File: config.mk
export PLATFORM = sky130hd
export DESIGN_NAME = matrix_keypad_scanner_core
export DESIGN_NICKNAME = d
export VERILOG_FILES = /design/src/rtl/kps_pkg.sv /design/src/rtl/kps_cfg_regs.sv /design/src/rtl/kps_scan_fsm.sv /design/src/rtl/matrix_keypad_scanner_core.sv
export VERILOG_INCLUDE_DIRS = /design/src /design/src/rtl
export SDC_FILE = /design/constraint.sdc
export NUM_CORES = 1
export LEC_CHECK = 0
export ABC_AREA = 1
export ABC_CLOCK_PERIOD_IN_PS = 3550
export BUFFER_PORTS_ARGS = -buffer_cell sky130_fd_sc_hd__buf_2
export CAP_MARGIN = 20
export CORE_UTILIZATION = 35
export CTS_CLUSTER_SIZE = 10
export DETAILED_ROUTE_END_ITERATION = 10
export GPL_ROUTABILITY_DRIVEN = 0
export PLACE_DENSITY = 0.65
export SETUP_SLACK_MARGIN = 0.1
export SYNTH_ARGS = -nofsm -noshare
export SYNTH_HDL_FRONTEND = slang
export SYNTH_SLANG_ARGS = --single-unit
File: constraint.sdc
create_clock -name clk -period 3.55 [get_ports clk]
set_clock_uncertainty 0.1 [all_clocks]
set_input_delay 0.71 -clock clk [delete_from_list [all_inputs] [get_ports clk]]
set_output_delay 0.71 -clock clk [all_outputs]
set_load 0.01 [all_outputs]
File: src/rtl/matrix_keypad_scanner_core_defines.svh
// Assertion macros for the keypad scanner core.
`ifndef MATRIX_KEYPAD_SCANNER_CORE_DEFINES_SVH
`define MATRIX_KEYPAD_SCANNER_CORE_DEFINES_SVH

`ifndef SYNTHESIS
// Same-cycle implication
`define KPS_ASSERT_IMPL(label, ante, cons) \
  label: assert property (@(posedge clk) disable iff (rst) (ante) |-> (cons)) \
    else $error("keypad scanner check failed");
// Next-cycle implication
`define KPS_ASSERT_NEXT(label, ante, cons) \
  label: assert property (@(posedge clk) disable iff (rst) (ante) |=> (cons)) \
    else $error("keypad scanner check failed");
`else
`define KPS_ASSERT_IMPL(label, ante, cons)
`define KPS_ASSERT_NEXT(label, ante, cons)
`endif

`endif

File: src/rtl/kps_pkg.sv
// Shared types, constants and helpers of the keypad scanner.
package kps_pkg;

  // Parameter defaults
  localparam int ROW_COUNT_DEF    = 5;
  localparam int COLUMN_COUNT_DEF = 5;

  // Fixed field geometry
  localparam int SAMPLE_W     = 5;
  localparam int SAMPLE_COLS  = 5;
  localparam int PER_COL_W    = SAMPLE_W * SAMPLE_COLS;
  localparam logic [SAMPLE_W-1:0] ALL_HIGH = '1;

  // Register reset values and indexes
  localparam logic [7:0] FIRST_DELAY_RST = 8'd50;
  localparam logic [7:0] PERIOD_RST      = 8'd10;
  localparam logic       REG_FIRST_DELAY = 1'b0;
  localparam logic       REG_PERIOD      = 1'b1;

  // Event codes
  localparam logic [1:0] EV_PRESS   = 2'd0;
  localparam logic [1:0] EV_REPEAT  = 2'd1;
  localparam logic [1:0] EV_RELEASE = 2'd2;

  // One result item
  typedef struct packed {
    logic       valid;
    logic [1:0] kind;
    logic [2:0] row;
    logic [2:0] column;
    logic [4:0] index;
  } kps_event_t;

  // Row of the single low bit; one_low is clear when not exactly one is low
  function automatic logic [3:0] single_low_row(input logic [SAMPLE_W-1:0] pat);
    logic [SAMPLE_W-1:0] inv;
    logic [2:0]          row;
    inv = ~pat;
    row = 3'd0;
    for (int r = SAMPLE_W - 1; r >= 0; r--) begin
      if (inv[r]) row = 3'(r);
    end
    single_low_row = {$onehot(inv), row};
  endfunction

endpackage

File: src/rtl/kps_cfg_regs.sv
// APB register block holding the auto-repeat timing.
module kps_cfg_regs (
  input  logic        clk,
  input  logic        rst,
  input  logic        psel,
  input  logic        penable,
  input  logic        pwrite,
  input  logic [2:0]  paddr,
  input  logic [31:0] pwdata,
  output logic [31:0] prdata,
  output logic        pready,
  output logic [7:0]  repeat_first_delay,
  output logic [7:0]  repeat_period
);

  logic wr_en;

  assign pready = 1'b1;
  assign wr_en  = psel && penable && pwrite;

  // Register writes, decoded on the word address bit
  always_ff @(posedge clk) begin
    if (rst) begin
      repeat_first_delay <= kps_pkg::FIRST_DELAY_RST;
      repeat_period      <= kps_pkg::PERIOD_RST;
    end else if (wr_en) begin
      if (paddr[2] == kps_pkg::REG_FIRST_DELAY) repeat_first_delay <= pwdata[7:0];
      if (paddr[2] == kps_pkg::REG_PERIOD)      repeat_period      <= pwdata[7:0];
    end
  end

  // Read mux
  assign prdata = (paddr[2] == kps_pkg::REG_PERIOD) ? {24'd0, repeat_period}
                                                    : {24'd0, repeat_first_delay};

endmodule

File: src/rtl/kps_scan_fsm.sv
// Scan phase machine: key detect, confirm, auto-repeat and release.
module kps_scan_fsm #(
  parameter int ROW_COUNT    = kps_pkg::ROW_COUNT_DEF,
  parameter int COLUMN_COUNT = kps_pkg::COLUMN_COUNT_DEF
) (
  input  logic                          clk,
  input  logic                          rst,
  input  logic                          go,
  input  logic [kps_pkg::SAMPLE_W-1:0]  rows_all,
  input  logic [kps_pkg::PER_COL_W-1:0] rows_cols,
  input  logic [7:0]                    repeat_first_delay,
  input  logic [7:0]                    repeat_period,
  output kps_pkg::kps_event_t           ev
);

  typedef enum logic [1:0] {
    PH_READY   = 2'd0,
    PH_CONFIRM = 2'd1,
    PH_HELD    = 2'd2,
    PH_START   = 2'd3
  } phase_t;

  // Rows past ROW_COUNT read as released
  localparam logic [4:0] ROW_UNUSED =
    (ROW_COUNT >= 5) ? 5'd0 : 5'(~((32'd1 << ROW_COUNT) - 32'd1));
  localparam logic [3:0] COLS = 4'(COLUMN_COUNT);

  phase_t     phase, phase_next;
  logic [4:0] held_pattern, held_pattern_next;
  logic [2:0] held_column, held_column_next;
  logic [7:0] repeat_count, repeat_count_next;
  logic [4:0] held_key, held_key_next;

  logic [4:0] all_n;
  logic [4:0] samp [kps_pkg::SAMPLE_COLS];
  logic       found;
  logic [2:0] found_col;
  logic [4:0] found_pat;
  logic [4:0] cur_samp;
  logic [3:0] cur_row;
  logic [3:0] held_row;
  logic [7:0] new_key;
  logic [7:0] cnt_dec;

  // Normalized samples per driven column
  always_comb begin
    all_n = rows_all | ROW_UNUSED;
    for (int c = 0; c < kps_pkg::SAMPLE_COLS; c++) begin
      samp[c] = rows_cols[kps_pkg::SAMPLE_W*c +: kps_pkg::SAMPLE_W] | ROW_UNUSED;
    end
  end

  // First column showing a low row
  always_comb begin
    found     = 1'b0;
    found_col = 3'd0;
    found_pat = kps_pkg::ALL_HIGH;
    for (int c = COLUMN_COUNT - 1; c >= 0; c--) begin
      if (c < kps_pkg::SAMPLE_COLS && samp[c] != kps_pkg::ALL_HIGH) begin
        found     = 1'b1;
        found_col = 3'(c);
        found_pat = samp[c];
      end
    end
  end

  // Sample of the latched column, its low row and the key number
  assign cur_samp = (held_column < 3'(kps_pkg::SAMPLE_COLS)) ? samp[held_column]
                                                             : kps_pkg::ALL_HIGH;
  assign cur_row  = kps_pkg::single_low_row(cur_samp);
  assign held_row = kps_pkg::single_low_row(held_pattern);
  assign new_key  = 8'(cur_row[2:0]) * 8'(COLS) + 8'(held_column);
  assign cnt_dec  = (repeat_count != 8'd0) ? repeat_count - 8'd1 : 8'd0;

  // Next state and event
  always_comb begin
    phase_next        = phase;
    held_pattern_next = held_pattern;
    held_column_next  = held_column;
    repeat_count_next = repeat_count;
    held_key_next     = held_key;
    ev.valid  = 1'b0;
    ev.kind   = kps_pkg::EV_PRESS;
    ev.row    = held_row[2:0];
    ev.column = held_column;
    ev.index  = held_key;
    case (phase)
      PH_READY: begin
        if (all_n != kps_pkg::ALL_HIGH) begin
          if (found) begin
            held_pattern_next = found_pat;
            held_column_next  = found_col;
            phase_next        = PH_CONFIRM;
          end else begin
            phase_next = PH_START;
          end
        end
      end
      PH_CONFIRM: begin
        if (cur_samp == held_pattern && cur_row[3]) begin
          held_key_next     = new_key[4:0];
          repeat_count_next = repeat_first_delay;
          phase_next        = PH_HELD;
          ev.valid          = 1'b1;
          ev.kind           = kps_pkg::EV_PRESS;
          ev.index          = new_key[4:0];
        end else begin
          phase_next = PH_START;
        end
      end
      PH_HELD: begin
        if (cur_samp == held_pattern) begin
          if (cnt_dec == 8'd0) begin
            repeat_count_next = repeat_period;
            ev.valid          = 1'b1;
            ev.kind           = kps_pkg::EV_REPEAT;
          end else begin
            repeat_count_next = cnt_dec;
          end
        end else begin
          phase_next = PH_START;
          ev.valid   = 1'b1;
          ev.kind    = kps_pkg::EV_RELEASE;
        end
      end
      default: begin
        phase_next = PH_READY;
      end
    endcase
  end

  // State registers, updated once per processed item
  always_ff @(posedge clk) begin
    if (rst) begin
      phase        <= PH_START;
      held_pattern <= kps_pkg::ALL_HIGH;
      held_column  <= 3'd0;
      repeat_count <= 8'd0;
      held_key     <= 5'd0;
    end else if (go) begin
      phase        <= phase_next;
      held_pattern <= held_pattern_next;
      held_column  <= held_column_next;
      repeat_count <= repeat_count_next;
      held_key     <= held_key_next;
    end
  end

endmodule

File: src/rtl/matrix_keypad_scanner_core.sv
// Keypad scanner core: one poll tick per item in, zero or one key event out.
// Each accepted item is one poll tick; it is registered, run through the
// scan phase machine when the output register is free or being emptied, and any
// press, auto-repeat or release event is held in an output register. One item
// is taken every clock cycle while the input is not stalled; an event passes
// through the input register and the output register before it is presented. The input
// stalls only while the output register holds an event that is itself stalled.
// Timing registers (APB, byte address 0: first repeat delay, 4: repeat period)
// count in poll ticks and should be changed only while no tick is in flight.
`include "matrix_keypad_scanner_core_defines.svh"
module matrix_keypad_scanner_core #(
  parameter int ROW_COUNT    = kps_pkg::ROW_COUNT_DEF,
  parameter int COLUMN_COUNT = kps_pkg::COLUMN_COUNT_DEF
) (
  input  logic        clk,
  input  logic        rst,
  // poll tick input
  input  logic        in_valid,
  output logic        in_stall,
  input  logic [4:0]  rows_all_driven,
  input  logic [24:0] rows_per_column,
  // key events
  output logic        out_valid,
  input  logic        out_stall,
  output logic [1:0]  event_kind,
  output logic [2:0]  key_row,
  output logic [2:0]  key_column,
  output logic [4:0]  key_index,
  // configuration
  input  logic        psel,
  input  logic        penable,
  input  logic        pwrite,
  input  logic [2:0]  paddr,
  input  logic [31:0] pwdata,
  output logic [31:0] prdata,
  output logic        pready
);

  logic        s1_valid;
  logic [4:0]  s1_all;
  logic [24:0] s1_cols;
  logic        accept;
  logic        advance;
  logic [7:0]  repeat_first_delay;
  logic [7:0]  repeat_period;
  kps_pkg::kps_event_t ev;

  kps_cfg_regs u_regs (
    .clk                (clk),
    .rst                (rst),
    .psel               (psel),
    .penable            (penable),
    .pwrite             (pwrite),
    .paddr              (paddr),
    .pwdata             (pwdata),
    .prdata             (prdata),
    .pready             (pready),
    .repeat_first_delay (repeat_first_delay),
    .repeat_period      (repeat_period)
  );

  // Handshake: process when the output register is free or being emptied
  assign advance  = s1_valid && !(out_valid && out_stall);
  assign in_stall = s1_valid && out_valid && out_stall;
  assign accept   = in_valid && !in_stall;

  // Input register
  always_ff @(posedge clk) begin
    if (rst) begin
      s1_valid <= 1'b0;
    end else if (accept) begin
      s1_valid <= 1'b1;
    end else if (advance) begin
      s1_valid <= 1'b0;
    end
    if (accept) begin
      s1_all  <= rows_all_driven;
      s1_cols <= rows_per_column;
    end
  end

  kps_scan_fsm #(
    .ROW_COUNT    (ROW_COUNT),
    .COLUMN_COUNT (COLUMN_COUNT)
  ) u_fsm (
    .clk                (clk),
    .rst                (rst),
    .go                 (advance),
    .rows_all           (s1_all),
    .rows_cols          (s1_cols),
    .repeat_first_delay (repeat_first_delay),
    .repeat_period      (repeat_period),
    .ev                 (ev)
  );

  // Output register
  always_ff @(posedge clk) begin
    if (rst) begin
      out_valid <= 1'b0;
    end else if (advance && ev.valid) begin
      out_valid <= 1'b1;
    end else if (!out_stall) begin
      out_valid <= 1'b0;
    end
    if (advance && ev.valid) begin
      event_kind <= ev.kind;
      key_row    <= ev.row;
      key_column <= ev.column;
      key_index  <= ev.index;
    end
  end

  // Checks
  `KPS_ASSERT_IMPL(a_stall_needs_item, in_stall, s1_valid)
  `KPS_ASSERT_IMPL(a_event_from_item, $rose(out_valid), $past(s1_valid))
  `KPS_ASSERT_IMPL(a_event_in_matrix, out_valid, (int'(key_row) < ROW_COUNT) && (int'(key_column) < COLUMN_COUNT))
  `KPS_ASSERT_IMPL(a_event_code, out_valid, event_kind == kps_pkg::EV_PRESS || event_kind == kps_pkg::EV_REPEAT || event_kind == kps_pkg::EV_RELEASE)

endmodule
======== Word level (Yosys, flattened, before mapping) ========
Index checks and enable logic that the tools add are counted.
storage, ports and cells
  flip-flop bits (word level) ............. 84
  output and inout bits ................... 48
  logic and storage cells ................. 117
operators by class
  $add $sub $neg .......................... 6
  $mul .................................... 1
  $lt $le $gt $ge ......................... 2
  eq/ne operators ......................... 15
  muxes and demuxes ....................... 49
  bitwise logic cells ..................... 4
  reduce and logical (&&, ||, !) cells .... 23
operators by type and width
  kind                 count
  $mux 5               10
  $mux 3               14
  $mux 8               5
  $ne 5x5->1 const B   6
  $pmux 8 s2           1
  $bmux 5 s3           1
  $mux 1               11
  $mux 2               5
  $not 5->5            2
  $logic_and 1x1->1    9
  $logic_not 8->1      1
  $ne 2x1->1 const B   4
  $reduce_and 4->1     2
  $reduce_bool 8->1    1
  $sub 8x1->8 const B  1
  $pmux 2 s3           1
  $pmux 3 s2           1
  $add 5x3->5          1
  $eq 5x5->1           1
  $mul 3x3->5 const B  1
  $add 1x1->2          2
  $ge 4x4->1 const B   1
  $not 3->4            1
  $reduce_and 2->1     2
  other kinds (14)     16

======== Depth between registers and ports, before layout ========
Gate-level depths: netlist of run 1.
  depth after elaboration ................. 15
  mapped depth ............................ 23
  gate-level depth less buffers ........... 23

======== Hierarchy ========
A second synthesis of run 1 with hierarchy kept.
second synthesis, totals
  cell total of the unflattened synthesis .. 642
  area total of the unflattened synthesis .. 5009.8 um^2
by module, submodules not included
  module                      instances  cells each  area each (um^2)
  kps_scan_fsm                1          433         2612.5
  matrix_keypad_scanner_core  1          61          1396.3
  kps_cfg_regs                1          148         1001.0

======== Worst setup path before layout of run 1 ========
Ideal clock, no wire load.
  kind .................................... register to register
  start point ............................. register u_fsm.held_column[0]
  end point ............................... register key_index[4] (data pin)
  setup time .............................. 255 ps
  arrival time ............................ 2740 ps
  required time ........................... 3195 ps
  path slack .............................. 454 ps
  cell stages (with the launch flop) ...... 21
  cell sequence ........................... dfxtp_1 > buf_6 > nand2_1 > nand3_1 > nand3_1 > nand2_2 > inv_1 > ha_1 > o21bai_1 > inv_1 > ha_1 > ha_1 > ha_1 > a21oi_1 > nand2_1 > xnor2_1 > nand3b_1 > nand2_1 > inv_1 > nand3_1 > nand2_1
RTL lines
  what                    RTL line                           text
  start, declared         kps_scan_fsm.sv:30                 logic [2:0] held_column, held_column_next;
  start signal, assigned  kps_scan_fsm.sv:143                held_column <= held_column_next;
  end signal, assigned    matrix_keypad_scanner_core.sv:109  key_index <= ev.index;
  end, declared           matrix_keypad_scanner_core.sv:28   output logic [4:0] key_index,

======== Worst setup path after layout of run 1 ========
  start point ............................. register u_fsm.held_column[0]
  end point ............................... register key_index[4], enable pin
between the ends
  longest elaborated chain between the ends .. 14
RTL lines
  what                                       RTL line                           text
  $not 3->4 (not written as such)            kps_scan_fsm.sv:68                 assign cur_samp = (held_column < 3'(kps_pkg::SAMPLE_COLS)) ? samp[held_column]
  $bmux 5 s3                                 kps_scan_fsm.sv:68
  $mux 5 (not written as such) (2 in a row)  kps_scan_fsm.sv:68
  $mux 5 (*)                                 kps_scan_fsm.sv:68
  $not 5->5                                  kps_pkg.sv:38                      inv = ~pat;
  $add 1x1->2 (not written as such)          kps_pkg.sv:43                      single_low_row = {$onehot(inv), row};
  $add 3x3->3 (not written as such)          kps_pkg.sv:43
  $add 3x1->3 (not written as such)          kps_pkg.sv:43
  $eq 3x1->1                                 kps_pkg.sv:43
  $logic_and 1x1->1                          kps_scan_fsm.sv:100                if (cur_samp == held_pattern && cur_row[3]) begin
  $mux 3                                     kps_scan_fsm.sv:100
  $pmux 3 s2 (*)                             kps_scan_fsm.sv:87                 case (phase)
  $logic_and 1x1->1 (*)                      matrix_keypad_scanner_core.sv:105  if (advance && ev.valid) begin
Every way passes the cells marked *; elsewhere a longest branch is shown, timed or not. The select of a mux whose other input is x is not followed.
A chain may end at the register's enable or synchronous reset.

==> results by group, run 1 <==
Place
  • Placed Area: between 5000 and 6000 sq um
  • I/O Buffers: slightly below 70
  • Final HPWL DP: between 7000 and 8000 um

Flow run
  • Maxcap violations: 0

Timing
  • Setup_tns: 0 ns
  • Max-slew violation count: 0
  • Final setup viols: 0
  • Worst hold slack: 0.383 ns
  • Max_slew headroom: about half
  • Period minus WS final: about 3.2 ns
  • Final hold vios: 0
  • Max Freq: around 310 MHz
  • Tcrit/Tclk final: 90.2%
  • Worst-Margin Slew: between 0.7 and 0.8 ns
  • RSZ-0062 raised after global routing: no

Clock network
  • CTS Hold Buffers Added: 0
  • Number of CTS-inserted buffers: 9
  • CTS tree: yes
  • Worst-path clk slew: 0.07 ns
  • Root Buffer Master: clkbuf_16
  • Clk Latency, worst-skew pair: about 0.35 ns
  • Number of H-tree levels: 3
  • Clk buf depth: 2
  • Sink Count: 84

Setup path
  • Crit-path max FO: 13
  • Worst path buffer plus inverter count: 6
  • Critical Path AT: around 3.2 ns
  • CP Class: reg -> reg
  • CP max stage delay: approximately 0.4 ns
  • CP max-delay cell: dfxtp_4
  • Crit path max-delay family: adder cells
  • Crit start category: flop
  • Crit-path cells: buf_6, nand2_1, nand3_1, nand3_2, nand2_2, buf_4, ha_1, fa_1, inv_1, fa_1, nand3_1, inv_1, nand3_2, nand2_1, nand2_1, inv_1, buf_12
  • Critical Path RT: between 3 and 4 ns
  • Worst Setup End Kind: flop

Synth
  • Synthesized cell area: ~4800 sq um
  • Ranking of synthesized cells by area: edfxtp_1 27%, dfxtp_1 17%, nand2_1 11%, inv_1 6.7%, nand3_1 6.6%
  • #FFs+latches synth: 84
  • Post-synthesis cell count: around 620
  • Top cell type's share of synthesized area: around 27%
  • Yosys cell types: 34
  • Synth area leader: edfxtp_1
  • Yosys warns: 0
  • Post-Syn Area per Cell: between 7 and 8 sq um
  • Seq/Total Area, Yosys: 44.4%

Floorplanning
  • Num ports: 120
  • # rows: 42
  • Die Ht: roughly 120 um
  • Die Wd: about 120 um
  • Core Box Area: ~13000 sq um
  • DIE AREA: about 14000 sq um
  • Initial Util: between 30% and 40%

Route
  • Vias per cell: around 4.6
  • DRC violations left: 0
  • Antenna-violating nets left: 0
  • Via count: just over 4000
  • Initial DRC count: 305
  • Drt first pass iters: 5
  • Overall routed net length: around 10000 um
  • Routed WL per cell: between 10 and 15 um

Layout
  • Final instance area: 5680 sq um
  • Fillers: ~1400
  • ANT cells: 0
  • Area growth syn-to-layout: 19.3%
  • Most frequent cells in the layout: 140 x nand2_1, 84 x inv_1, 68 x buf_2
  • Layout cells sized above 1: 18.6%
  • Final Util: between 40% and 50%
  • Nets: around 800
  • Leading cell type in the layout, fill and taps excluded: nand2_1

Global routing
  • Initial antenna violation count: 0
  • First-pass GRT wire length: about 17000 um
  • Largest net degree at the start of global routing: 31
  • Number of global-route vias before repair: ~3700
  • Aggregate global routing overflow: 0
  • GRT Total Usage: between 10% and 20%

Pwr
  • Design Power: between 0.002 and 0.0025 W
  • Pwr dens: ~420 nW/um^2
  • VDD IR max: about 0.3 mV
  • Leak: between 2 and 3 nW

Run status
  • Status: completed

Hold path
  • Worst hold path class: reg -> reg
final cells by class:
type / instances / area, sq um / share of cell area (%)
Multi-Input combinational cell: 431 / 2210 / 38.9
Sequential cell: 84 / 2120 / 37.3
Timing Repair Buffer: 85 / 497 / 8.75
Clock buffer: 10 / 229 / 4.03
Inverter: 88 / 335 / 5.90
Tap cell: 176 / 220 / 3.88
Clock inverter: 6 / 71.3 / 1.26
stage by stage:
step           cells  setup WS, ns
2_1_floorplan    641         0.454
3_3_place_gp     858         0.191
3_5_place_dp     858         0.188
4_1_cts          874         0.158
5_1_grt          880         0.142
6_report         880         0.350
worst paths after layout:
check,from,end,slack (ns),cells past startpoint
max,u_fsm.held_column[0]$_SDFFE_PP0P_,key_index[4]$_DFFE_PP_,0.35,17
min,u_regs.repeat_period[7]$_SDFFE_PP0P_,u_regs.repeat_period[7]$_SDFFE_PP0P_,0.38,2
max reg2reg,u_fsm.held_column[0]$_SDFFE_PP0P_,key_index[4]$_DFFE_PP_,0.35,17
min reg2reg,u_regs.repeat_period[7]$_SDFFE_PP0P_,u_regs.repeat_period[7]$_SDFFE_PP0P_,0.38,2
worst min-delay path: stages (launching register included):
cell and delay [ns]:
dfxtp_1 0.30, inv_1 0.08, a21oi_1 0.06
kinds of logic after synthesis:
group / after synthesis / synth area share (%)
AO/OA/AOI/OAI: 81 / 9.12
XOR/XNOR: 2 / 0.368
adder cells (fa/ha/maj): 20 / 5.73
buffers and inverters: 126 / 12.4
flip-flops: 84 / 44.4
other: 2 / 0.158
AND/OR/NAND/NOR: 303 / 27.9
synthesized netlist by cell type (all sizes together):
cell,count
a21oi,36
ha,17
nand3,68
clkbuf,9
dfxtp,41
buf,29
edfxtp,43
nand2,149
o21bai,1
xor2,1
xnor2,1
nand4,8
nor2,70
fa,3
nand3b,1
nor3,4
conb,2
o211ai,1
inv,87
o22ai,6
nor4,3
clkinv,1
o21ai,35
a211oi,2
layer usage:
layer,vias up,share of wire [%],track usage [%]
met5,-,0,0
met4,0,1.6,5.46
met3,11,5.1,3.43
met2,113,42,22.9
met1,1810,51,21.1
li1,2116,-,-
registers in the layout (all words and copies together) (netlist names):
name / cells
event_kind: 2
key_column: 3
key_index: 5
key_row: 3
out_valid: 1
s1_all: 5
s1_cols: 25
s1_valid: 1
u_fsm.held_column: 3
u_fsm.held_key: 5
u_fsm.held_pattern: 5
u_fsm.phase: 2
u_fsm.repeat_count: 8
u_regs.repeat_first_delay: 8
u_regs.repeat_period: 8
power breakdown:
group	switching, W	internal (W)	leakage, nW
registers	0.0000248	0.00106	0.745
logic	0.000235	0.000130	1.77
clock network	0.000405	0.000553	0.140
total	0.000665	0.00174	2.66
what timing repair did:
action	4_1_cts	5_1_grt
gates resized for setup	0	17
setup buffers	0	6
endpoints found under the hold margin	0	0
endpoints found under the setup margin	0	28
(Power assumes the default switching activity.)
==> run 2, diff against run 1 <==
--- a/config.mk
+++ b/config.mk
@@ -9,11 +9,12 @@
 export ABC_AREA = 1
 export ABC_CLOCK_PERIOD_IN_PS = 3550
 export BUFFER_PORTS_ARGS = -buffer_cell sky130_fd_sc_hd__buf_2
-export CAP_MARGIN = 20
+export CORE_ASPECT_RATIO = 0.6
 export CORE_UTILIZATION = 35
 export CTS_CLUSTER_SIZE = 10
 export DETAILED_ROUTE_END_ITERATION = 10
 export GPL_ROUTABILITY_DRIVEN = 0
+export GPL_TIMING_DRIVEN = 0
 export PLACE_DENSITY = 0.65
 export SETUP_SLACK_MARGIN = 0.1
 export SYNTH_ARGS = -nofsm -noshare
==> run 2 against run 1 <==
  * The run now ends with DRC left
  * Sequential cell count unchanged
  * Cell count up 2.3%
  * Register-to-register slack lost 0.095 ns
  * First-iteration DRC count rose by 34%
  * Critical endpoint is now key_column[0]$_DFFE_PP_
==> results by group, run 2 (synthesis results as in run 1) <==
Run status
  • Status: finished with violations
  • Failing checks: DRC

Global routing
  • Initial antenna violation count: 0
  • Met3 usage: 4.63%
  • First-pass GRT wire length: 18500 um
  • M2 GR Usage: a little over a fifth
  • Aggregate global routing overflow: 0
  • Grt met1 use: a little over a quarter
  • Most Crowded Layer GR: met1
  • Largest net degree at the start of global routing: 31
  • GRT Total Usage: between 15 and 20%
  • Number of global-route vias before repair: 3721

Timing
  • Final worst slack: 0.255 ns
  • Max Freq: around 300 MHz
  • RSZ-0062 raised after global routing: no
  • Period minus WS final: ~3.3 ns
  • Final hold vios: 0
  • Max-slew violation count: 0
  • Max_slew headroom: 26.3%
  • Final setup viols: 0
  • Worst hold slack: 0.392 ns
  • Worst-Margin Slew: between 1 and 1.5 ns
  • Tcrit/Tclk final: 92.8%

Clock network
  • CTS tree: yes
  • CTS Hold Buffers Added: 0
  • Number of CTS-inserted buffers: 9
  • Clk Latency, worst-skew pair: 0.34 ns
  • Worst-path clk slew: 0.07 ns
  • Number of H-tree levels: 3
  • Clk buf depth: 2
  • Sink Count: 84
  • Root Buffer Master: clkbuf_16

Layout
  • Nets: a little over 800
  • Fillers: approximately 1400
  • Largest register FFs: 25
  • Most frequent cells in the layout: 137 x nand2_1, 81 x inv_1, 67 x buf_2
  • Layout Cells excl Fill: 900
  • ANT cells: 0
  • Leading cell type in the layout, fill and taps excluded: nand2_1
  • Layout cells sized above 1: a little over a fifth
  • Final Util: between 40% and 50%
  • Area growth syn-to-layout: 24.1%
  • Biggest register: s1_cols

Setup path
  • R2R Setup Slk: ~0.25 ns
  • Crit-path max FO: 13
  • CP max stage delay: about 0.42 ns
  • CP Class: reg -> reg
  • Critical Path RT: 3.55 ns
  • Crit-path cells: clkinvlp_4, buf_4, nand3_2, nand2_4, ha_1, fa_1, inv_1, fa_1, nand3_2, inv_2, nand3_4, nand2_1, nand2_2, clkinvlp_4, buf_12
  • Crit path max-delay family: adder cells
  • CP max-delay cell: dfxtp_4
  • Critical Path AT: around 3.3 ns
  • Worst path buffer plus inverter count: 6
  • Crit start category: flop
  • Worst Setup End Kind: flop

Floorplanning
  • Num ports: 120
  • DIE AREA: 14100 sq um
  • Die Wd: 153 um
  • Initial Util: 36.5%
  • Die Ht: 92.4 um
  • # rows: 32
  • Core Box Area: 13100 sq um

Hold path
  • Worst hold path class: reg -> reg

Place
  • I/O Buffers: 67
  • Place WS: -0.122 ns
  • Final HPWL DP: between 8000 and 9000 um
  • Dpl cells: 878

Route
  • Via count: approximately 4200
  • DRC violations left: 7
  • Drt first pass iters: 8
  • Initial DRC count: between 400 and 500
  • Overall routed net length: between 10000 and 15000 um
  • Antenna-violating nets left: 0
  • Routed WL per cell: ~13 um
  • Vias per cell: between 4 and 5

Pwr
  • Leak: approximately 2.8 nW
  • Pwr dens: slightly above 400 nW/um^2
  • VDD IR max: approximately 0.27 mV
  • Design Power: ~0.0024 W

Flow run
  • Maxcap violations: 0
==> run 2: through the flow <==
stage,setup TNS (ns),cell area [sq um]
final,0,5910
after global routing,0,5910
after CTS,0,5720
after detailed placement,-1.57,5400
after global placement,-1.43,5400
after floorplan,0,4850
==> run 2: repair_timing <==
item	4_1_cts	5_1_grt
setup endpoints to repair	15	17
resized for setup	4	26
pin swaps	0	4
buffers inserted	1	4
cloned	0	1
==> run 2: report_power, final <==
group,internal [W],switching (W)
clock,0.000553,0.000397
sequential,0.00106,0.0000266
combinational,0.000149,0.000257
==> run 2: final timing paths <==
check,start,to,depth (start not counted)
max,u_fsm.held_column[2]$_SDFFE_PP0P_,key_column[0]$_DFFE_PP_,15
min,u_regs.repeat_first_delay[1]$_SDFFE_PP1P_,u_regs.repeat_first_delay[1]$_SDFFE_PP1P_,2
max reg2reg,u_fsm.held_column[2]$_SDFFE_PP0P_,key_column[0]$_DFFE_PP_,15
min reg2reg,u_regs.repeat_first_delay[1]$_SDFFE_PP1P_,u_regs.repeat_first_delay[1]$_SDFFE_PP1P_,2
==> run 2: tightest hold or removal path: cells and delay by family (launching register included) <==
family        cells  cell delay, ns
flops             1            0.33
simple gates      2            0.12
==> run 2: cell type report <==
type / count / area (sq um) / share of cell area, %
Timing Repair Buffer: 73 / 410 / 6.94
Tap cell: 170 / 213 / 3.60
Sequential cell: 84 / 2120 / 35.9
Inverter: 88 / 340 / 5.76
Buffer: 38 / 263 / 4.45
Multi-Input combinational cell: 431 / 2260 / 38.3
Clock inverter: 6 / 71.3 / 1.21
Clock buffer: 10 / 229 / 3.87
==> run 2: routing by layer <==
metal / wire length [um] / share of wire [%] / vias up
met4: 61 / 0.53 / 0
li1: - / - / 2179
met2: 4100 / 36 / 156
met3: 821 / 7.1 / 8
met1: 6540 / 57 / 1843
met5: 0 / 0 / -
==> run 3, diff against run 2 <==
--- a/config.mk
+++ b/config.mk
@@ -10,12 +10,15 @@
 export ABC_CLOCK_PERIOD_IN_PS = 3550
 export BUFFER_PORTS_ARGS = -buffer_cell sky130_fd_sc_hd__buf_2
 export CORE_ASPECT_RATIO = 0.6
+export CORE_MARGIN = 5
 export CORE_UTILIZATION = 35
+export CTS_CLUSTER_DIAMETER = 80
 export CTS_CLUSTER_SIZE = 10
 export DETAILED_ROUTE_END_ITERATION = 10
 export GPL_ROUTABILITY_DRIVEN = 0
 export GPL_TIMING_DRIVEN = 0
 export PLACE_DENSITY = 0.65
+export REMOVE_ABC_BUFFERS = 1
 export SETUP_SLACK_MARGIN = 0.1
 export SYNTH_ARGS = -nofsm -noshare
 export SYNTH_HDL_FRONTEND = slang
==> run 3 against run 2 <==
  * The flow now finishes without violations
  * Global-route usage down 2.2 points
  * Combinational power down 5.2%
  * Critical path depth up 1
  * Fmax up 0.54%
  * Core utilization down 2.9 points
==> results by group, run 3 (synthesis results as in run 1) <==
Run status
  • Status: completed

Timing
  • Period minus WS final: ~3.3 ns
  • Tcrit/Tclk final: around 90%
  • Worst-Margin Slew: between 1 and 1.5 ns
  • Final setup viols: 0
  • Final worst slack: 0.272 ns
  • Final hold vios: 0
  • RSZ-0062 raised after global routing: no
  • Max-slew violation count: 0
  • Max_slew headroom: 26.8%
  • Max Freq: 305 MHz

Layout
  • ANT cells: 0
  • Final instance area: 5720 sq um
  • Biggest register: s1_cols
  • Leading cell type in the layout, fill and taps excluded: nand2_1
  • Nets: 789
  • Largest register FFs: 25
  • Layout cells sized above 1: between 10% and 20%
  • Area growth syn-to-layout: 20.2%
  • Most frequent cells in the layout: 138 x nand2_1, 80 x inv_1, 68 x buf_2

Floorplanning
  • Num ports: 120
  • Core Box Area: ~14000 sq um
  • Die Wd: around 160 um
  • Die Ht: approximately 100 um
  • Initial Util: a little over a third
  • DIE AREA: approximately 16000 sq um
  • # rows: 33

Route
  • Initial DRC count: just under 300
  • Drt first pass iters: 5
  • Via count: 4159
  • Max Used Layer: met4
  • WL met3: approximately 830 um
  • Met1 wire length: roughly 6500 um
  • DRC violations left: 0
  • Routed met2 length: around 4400 um
  • Overall routed net length: approximately 12000 um
  • Routed WL per cell: 13.4 um
  • Vias per cell: roughly 4.7
  • Antenna-violating nets left: 0

Clock network
  • Clk Latency, worst-skew pair: ~0.34 ns
  • Number of H-tree levels: 3
  • Worst-path clk slew: roughly 0.07 ns
  • Number of CTS-inserted buffers: 9
  • CTS tree: yes
  • Sink Count: between 80 and 90
  • Root Buffer Master: clkbuf_16
  • CTS Hold Buffers Added: 0
  • Clk buf depth: 2

Pwr
  • Combinational share of power: approximately 16%
  • Design Power: ~0.0025 W
  • Internal power: approximately 0.0018 W
  • Psw: about 0.00068 W
  • Leak: 2.65 nW
  • Clock power frac: 40.9%
  • VDD IR max: 0.296 mV
  • Pwr dens: roughly 440 nW/um^2
  • Reg power frac: around 44%
  • Sw frac: 27.2%

Place
  • Place WS: -0.451 ns
  • Placed Area: slightly above 5000 sq um
  • Final HPWL DP: 8840 um
  • I/O Buffers: between 60 and 70

Global routing
  • First-pass GRT wire length: ~19000 um
  • Largest net degree at the start of global routing: 31
  • Number of global-route vias before repair: 3739
  • Initial antenna violation count: 0
  • GRT Total Usage: between 10% and 20%
  • Aggregate global routing overflow: 0

Setup path
  • CP Class: reg -> reg
  • Worst Reg-to-Reg Cells: 16
  • Worst Setup End Kind: flop
  • Crit-path max FO: 11
  • Critical Path RT: about 3.6 ns
  • Crit start category: flop
  • Critical Path AT: ~3.3 ns

Hold path
  • Worst hold path class: reg -> reg
  • WHS Path Cells: 2

Flow run
  • Maxcap violations: 0
-- run 3: changes by cell type in the layout (fill, tap and decap cells not counted), sizes merged --
cell	change
clkinv	+1
buf	-18
clkinvlp	-1
bufinv	+1
clkbuf	-11
-- run 3: repair_timing --
item / 4_1_cts / 5_1_grt
setup buffers: 4 / 11
pin swaps: 0 / 3
resized for setup: 6 / 25
hold endpoints to repair: 0 / 0
setup endpoints to repair: 28 / 15
-- run 3: area by class of cell --
cell class                      count  area [sq um]
Inverter                           88           340
Multi-Input combinational cell    431          2250
Clock buffer                        9           225
Sequential cell                    84          2120
Clock inverter                      7          97.6
Tap cell                          175           219
Timing Repair Buffer               83           465
Fill cell                        1355          7780
-- run 3: path summary, 6_finish.rpt --
check                                  startpoint                                   end  slack (ns)
min reg2reg  u_regs.repeat_period[7]$_SDFFE_PP0P_  u_regs.repeat_period[7]$_SDFFE_PP0P_        0.38
max             u_fsm.held_column[0]$_SDFFE_PP0P_                key_index[2]$_DFFE_PP_        0.27
min          u_regs.repeat_period[7]$_SDFFE_PP0P_  u_regs.repeat_period[7]$_SDFFE_PP0P_        0.38
max reg2reg     u_fsm.held_column[0]$_SDFFE_PP0P_                key_index[2]$_DFFE_PP_        0.27
-- run 3: power groups by stage --
stage	Sequential (W)	Combinational [W]	Clock (W)
2_1_floorplan	0.00110	0.000250	0
6_report	0.00109	0.000385	0.00102
3_5_place_dp	0.00111	0.000355	0
5_1_grt	0.00109	0.000440	0.00109
3_3_place_gp	0.00111	0.000349	0
4_1_cts	0.00109	0.000358	0.00104
-- run 3: metrics by stage --
stage                     setup TNS, ns  utilization, %  hold slack, ns  std cells
after floorplan                       0               -           0.342        603
after global placement            -5.40            38.1           0.367        846
after detailed placement          -6.11            38.1           0.367        846
after CTS                             0            40.9           0.377        866
after global routing                  0            42.4           0.411        877
final                                 0            42.4           0.379        877
-- run 3: critical path, cell delays in order (launching register included) --
cell and delay (ns):
dfxtp_4 0.37, buf_4 0.18, o21ai_4 0.16, nand2_2 0.08, nand3_2 0.10, nand2_4 0.08, ha_1 0.32, fa_1 0.38
inv_1 0.08, fa_1 0.43, nand3_2 0.10, inv_2 0.08, nand3_4 0.13, nand2_1 0.08, nand2_2 0.09, clkinvlp_4 0.11
buf_12 0.15
-- run 3: routing by layer --
metal	global-route usage (%)	vias up
li1	-	2119
met1	24.1	1896
met2	18.3	140
met3	4.19	4
met4	3.04	0
met5	0	-
